$ cat config.mk
export PLATFORM = sky130hd
export DESIGN_NAME = vrlrd_ram
export DESIGN_NICKNAME = d
export VERILOG_FILES = /design/src/hw/rtl/vrlrd_ram.sv
export SDC_FILE = /design/constraint.sdc
export NUM_CORES = 1
export LEC_CHECK = 0
export BUFFER_PORTS_ARGS = -buffer_cell sky130_fd_sc_hd__buf_2
export CORE_ASPECT_RATIO = 1.2
export CORE_MARGIN = 2
export CORE_UTILIZATION = 56
export DETAILED_ROUTE_END_ITERATION = 16
export PLACE_DENSITY = 0.73
export SYNTH_ARGS = -nofsm -noshare
export SYNTH_HDL_FRONTEND = slang
export SYNTH_SLANG_ARGS = --single-unit
$ cat constraint.sdc
create_clock -name clk_i -period 2.17 [get_ports clk_i]
set_clock_uncertainty 0.2 [all_clocks]
set_input_delay 0.1085 -clock clk_i [delete_from_list [all_inputs] [get_ports clk_i]]
set_output_delay 0.1085 -clock clk_i [all_outputs]
set_load 0.02 [all_outputs]
$ cat src/hw/rtl/vrlrd_ram.sv
// generic single write port, single read port ram with registered read data
module vrlrd_ram #(
  parameter int unsigned Width = 8,
  parameter int unsigned Depth = 64,
  localparam int unsigned AddrW = (Depth > 1) ? $clog2(Depth) : 1
) (
  input  logic             clk_i,
  input  logic             we_i,
  input  logic [AddrW-1:0] waddr_i,
  input  logic [Width-1:0] wdata_i,
  input  logic [AddrW-1:0] raddr_i,
  output logic [Width-1:0] rdata_o
);

  logic [Width-1:0] mem_q [Depth];

  // write port
  always_ff @(posedge clk_i) begin
    if (we_i) begin
      mem_q[waddr_i] <= wdata_i;
    end
  end

  // registered read port
  always_ff @(posedge clk_i) begin
    rdata_o <= mem_q[raddr_i];
  end

endmodule

==> qor.yml, run 1 <==
tritoncts: "yes"
numClockSinks: 520
clock_path_buffers: 3
multi_input_area_um2: 4350
reg2regPathDepth: 6
combPwrFrac_pct: 5.8
worstSetupStartpoint: "mem_q[16][4]"
syn_inst: 940
p_switching_w: 0.00428
crit_type: "register to register"
seq_power_share_pct: 53.1
relSlewSlack_pct: 61.3
layout.cells.non_filler: 1651
diodes: 0
cpPeakStageDelay_ns: 0.48
fin_area_um2: 23800
dp_cells: 1546
crit_path_end: "rdata_o[4]"
yosys.area.top_type: "edfxtp_1"
r2r_end: "rdata_o[4]"
regArea_um2: 15500
crit_buf_inv: 1
period_needed_ns: 2.17
grt_pass1_wl_um: 67400
yosys-top-cells-area: "edfxtp_1 76%, mux4_2 14%, nor2_1 1.5%"
htreeDepth: 2
ys.flop_type: "edfxtp_1"
synthArstFlopShare_pct: 0
root_buffer: "clkbuf_16"
rows: 76
placed_cell_area_um2: 22000
mostFrequentLayoutCells: "512 x edfxtp_1, 143 x buf_4, 126 x mux4_2"
gr-usage-all-layers_pct: 25.1
status: "completed"
via_count: 10200
core_um2: 35700
holdCritPathClass: "input pin to register"
grt_max_degree: 65
clk_pin_slew_ns: 0.06
dieWidth_um: 177
start_kind: "register"
insertion_delay_ns: 0.57
start_util_pct: 56.6
critical_path_peak_fanout: 1
synth.top_cell.area_share_pct: 76.2
wl_per_cell_um: 27.5
avgViaCountPerCell: 6.17
grt_pass1_vias: 10700
cts_buffers: 48
finalHoldViolCount: 0
syn_avg_cell_area_um2: 21.5
synth_seq_area_share_pct: 77.0
slew_viol_final: 0
min_path_cells: 4
post-dp-hpwl_um: 28400
port_buffers: 29
critPathSlowestCell: "mux4_2"
synth_area_um2: 20200
required_ns: 2.40
grt_overflow_total: 0
routed_wl_um: 45400
r2r-start: "mem_q[16][4]"
utilization_pct: 66.9
firstDrtPassIters: 5
synth_edf_count: 512
critPathTopFamily: "multiplexers"
post_cts_buffers: 0
power.density_nw_per_um2: 880
synth_nets: 962
irDropWorstVdd_v: 0.000711
crit_chain: "mux4_2 > mux2_4 > o221a_4 > nor3_2 > buf_4 > o32ai_1"
nFillCells: 2206
clkPwrFrac_pct: 41.1
power.leakage_nw: 7.84
fin_hold_ws_ns: 0.0551
reg2reg_slack_ns: 0.0008
rsz0062_at_grt: "false"
cp-end-kind: "register"
antenna_found_initial: 0
yosys_register_bits: 520
crit_cells: 6
synth_cell_types: 40
cell_internal_pwr_w: 0.0167
tightest_slew_ns: 0.579
sw_frac_of_total_pct: 20.4
ant_nets: 0
fmax_mhz: 461
max_cap_violations: 0
drt_iter0_drc: 1019
final_common_cell: "edfxtp_1"
die_area_um2: 37600
final_net_count: 1165
syn2layout_area_growth_pct: 18.2
fin_crit_sh_pct: 100
cp.arrival_ns: 2.40
final_layout_size_suffix_gt1_share_pct: 34.0
io_pins: 30
drc_errors: 0
totalPowerFinal_w: 0.0210
setup_viol: 0
gp_congestion: 0.809
die_h_um: 212
ys_warn_count: 0
[worst register-to-register path, delay by kind of cell (launching register included)]
| kind | cells | cell delay, ns |
|---|---|---|
| multiplexers | 2 | 0.77 |
| flip-flops | 1 | 0.39 |
| AO/OA/AOI/OAI | 2 | 0.36 |
| AND/OR/NAND/NOR | 1 | 0.18 |
| buffers and inverters | 1 | 0.14 |
[per-stage QoR]
step | worst slack [ns] | TNS (ns)
floorplan | 0.194 | 0
global placement | -0.164 | -0.622
detailed placement | -0.141 | -0.757
CTS | 0.00150 | 0
global route | 0.000158 | 0
finish | 0.000766 | 0
[synthesized netlist by cell type, drive strengths merged (8+ instances only)]
master and number:
o221ai 8, mux2i 23, clkbuf 17, o22ai 8, nand2 19, mux2 13, nor2 83, nor2b 14
buf 34, dfxtp 8, mux4 126, edfxtp 512, nand3 13
[flip-flops by register name, summed over array words and instances (netlist names)]
name and flops:
mem_q 512, rdata_o 8
[power by group through the flow]
stage	registers, W	clock network, W	logic, W
after floorplan	0.0114	0	0.000592
after global placement	0.0114	0	0.00115
after detailed placement	0.0114	0	0.00118
after CTS	0.0111	0.00870	0.00121
after global routing	0.0111	0.00911	0.00128
final	0.0111	0.00862	0.00121
[layout make-up]
cell class / count / area share (%)
Clock inverter: 29 / 1.36
Clock buffer: 61 / 5.42
Sequential cell: 520 / 65.2
Multi-Input combinational cell: 369 / 18.3
Timing Repair Buffer: 204 / 7.33
Tap cell: 468 / 2.46
[routing by layer]
layer,vias up,global-route usage (%),wire length [um]
met5,-,0,0
met4,0,8.75,1280
met3,86,3.88,3280
met2,456,41.9,23300
met1,5301,34.1,17600
li1,4339,-,-
[worst min-delay path by stage]
stage / from / end / slack, ns
2_1_floorplan: wdata_i[0] / mem_q[0][0] / 0.007
6_report: we_i / mem_q[61][5] / 0.06
3_3_place_gp: wdata_i[0] / mem_q[10][0] / 0.21
4_1_cts: we_i / mem_q[61][5] / 0.02
5_1_grt: we_i / mem_q[61][5] / 0.07
3_5_place_dp: wdata_i[0] / mem_q[11][0] / 0.23
[kinds of logic (layout without fill, tap and decap cells)]
| family | after synthesis | after routing | synth area share [%] |
|---|---|---|---|
| flops | 520 | 520 | 77.0 |
| mux | 162 | 162 | 15.9 |
| simple gates | 153 | 153 | 3.39 |
| compound gates | 54 | 54 | 2.07 |
| buf+inv | 51 | 294 | 1.57 |
[timing repair]
action | 4_1_cts | 5_1_grt
resized for setup | 2 | 5
hold buffers | 15 | 0
endpoints found under the hold margin | 467 | 0
endpoints found under the setup margin | 2 | 4
Note: power is estimated with default switching activity, not from simulation.
==> run 2, diff against run 1 <==
CORE_UTILIZATION = 45   (was 56)
PLACE_DENSITY = 0.61   (was 0.73)
==> run 2 against run 1 <==
Flip-flop and latch count unchanged; fmax increased by 1.8%; count of clock-buffer cells in the layout is 3 lower; register-to-register slack gained 0.04 ns; die area grew 24%; combinational power is essentially flat; non-clock buffer count down 13; first-iteration DRC count down 0.39%; global-route usage decreased by 5.1 points.
==> qor.yml, run 2 (synthesized netlist as in run 1, its figures left out) <==
status: "completed"
largestRegisters: "mem_q: 512 flops, rdata_o: 8 flops"
antenna_found_initial: 2
holdCritPathClass: "input pin to register"
clock_path_buffers: 3
dieWidth_um: 197
met3_length_um: 2440
finalHoldViolCount: 0
port_buffers: 29
wl_per_cell_um: 26.1
gp_congestion: 0.787
combPwrFrac_pct: 5.8
clkPwrFrac_pct: 40.5
post-dp-hpwl_um: 29000
routed.top_layer: "met5"
rows: 84
syn2layout_area_growth_pct: 18.1
max_cap_violations: 0
final_common_cell: "edfxtp_1"
cts_buffers: 49
layout.cells.non_filler: 1731
wl_met2_um: 22700
htreeDepth: 2
drc_errors: 0
clk_pin_slew_ns: 0.07
cp.arrival_ns: 2.37
via_count: 9960
final.setup.tns_ns: 0
fin_crit_sh_pct: 98.2
period_needed_ns: 2.13
insertion_delay_ns: 0.58
gr-usage-all-layers_pct: 20.0
grt_max_degree: 65
drt_iter0_drc: 1015
avgViaCountPerCell: 5.75
io_pins: 30
diodes: 0
fmax_mhz: 469
grt_overflow_total: 0
core_um2: 44000
irDropWorstVdd_v: 0.000751
crit_type: "register to register"
post_cts_buffers: 0
crit_buf_inv: 0
start_util_pct: 45.8
cp-end-kind: "register"
worst_slack_ns: 0.0394
totalPowerFinal_w: 0.0207
required_ns: 2.41
reg2reg_slack_ns: 0.04
power.leakage_nw: 7.77
routed_wl_um: 45200
largest_register_ffs: 512
die_h_um: 236
critPathSlowestCell: "mux4_2"
start_kind: "register"
seq_power_share_pct: 53.7
relSlewSlack_pct: 63.7
power.density_nw_per_um2: 871
regMostFlops: "mem_q"
crit_chain: "mux4_2 > mux2_2 > o221a_2 > nor3_4 > o32ai_1"
rsz0062_at_grt: "true"
tightest_slew_ns: 0.544
final_layout_size_suffix_gt1_share_pct: 33.7
setup_viol: 0
firstDrtPassIters: 5
sw_frac_of_total_pct: 21.0
post-place-ws_ns: -0.326
critical_path_peak_fanout: 1
mostFrequentLayoutCells: "512 x edfxtp_1, 130 x buf_4, 126 x mux4_2"
p_switching_w: 0.00435
numClockSinks: 520
wl_met1_um: 18900
ant_nets: 0
tritoncts: "yes"
cell_internal_pwr_w: 0.0164
slew_viol_final: 0
root_buffer: "clkbuf_16"
cpPeakStageDelay_ns: 0.47
grt_pass1_wl_um: 67800
grt_pass1_vias: 10300
critPathTopFamily: "multiplexers"
die_area_um2: 46500
final_net_count: 1153
dp_cells: 1625
run 2: power by group through the flow:
stage	registers, W	logic (W)	clock network (W)
after global routing	0.0111	0.00128	0.00894
after global placement	0.0114	0.00117	0
after CTS	0.0111	0.00121	0.00857
after floorplan	0.0114	0.000592	0
after detailed placement	0.0114	0.00119	0
final	0.0111	0.00120	0.00840
run 2: through the flow:
step	utilization (%)	hold WS, ns	area, um^2
global route	54.1	0.0562	23800
detailed placement	50.1	0.288	22100
finish	54.1	0.0508	23800
floorplan	-	0.00737	20200
global placement	50.1	0.276	22100
CTS	54.0	0.0187	23800
run 2: repair_timing:
action | 4_1_cts | 5_1_grt
hold endpoints to repair | 506 | 0
pin swaps | 0 | 2
gates resized for setup | 3 | 5
hold buffers | 14 | 0
setup endpoints to repair | 2 | 4
run 2: final cells by class:
class	count	area [um^2]
tap	559	699
fill	3311	20200
sequential	520	15500
timing repair buffer	191	1660
multi-input combinational	369	4350
clock buffer	58	1260
clock inverter	34	318
run 2: final timing paths:
check / start / endpoint / depth (start not counted)
worst max-delay path: mem_q[21][6] / rdata_o[6] / 5
worst min-delay path: waddr_i[0] / mem_q[47][5] / 3
worst max register to register: mem_q[21][6] / rdata_o[6] / 5
worst min register to register: mem_q[26][4] / rdata_o[4] / 3
run 2: worst register-to-register path: stages, from the launching register on:
cell	delay [ns]
edfxtp_1	0.37
mux4_2	0.47
mux2_2	0.27
o221a_2	0.30
nor3_4	0.26
o32ai_1	0.12
run 2: layer usage:
metal	track usage, %	vias to the layer above
met2	33.4	276
met3	2.93	67
li1	-	4306
met5	0	-
met4	5.40	4
met1	27.7	5307
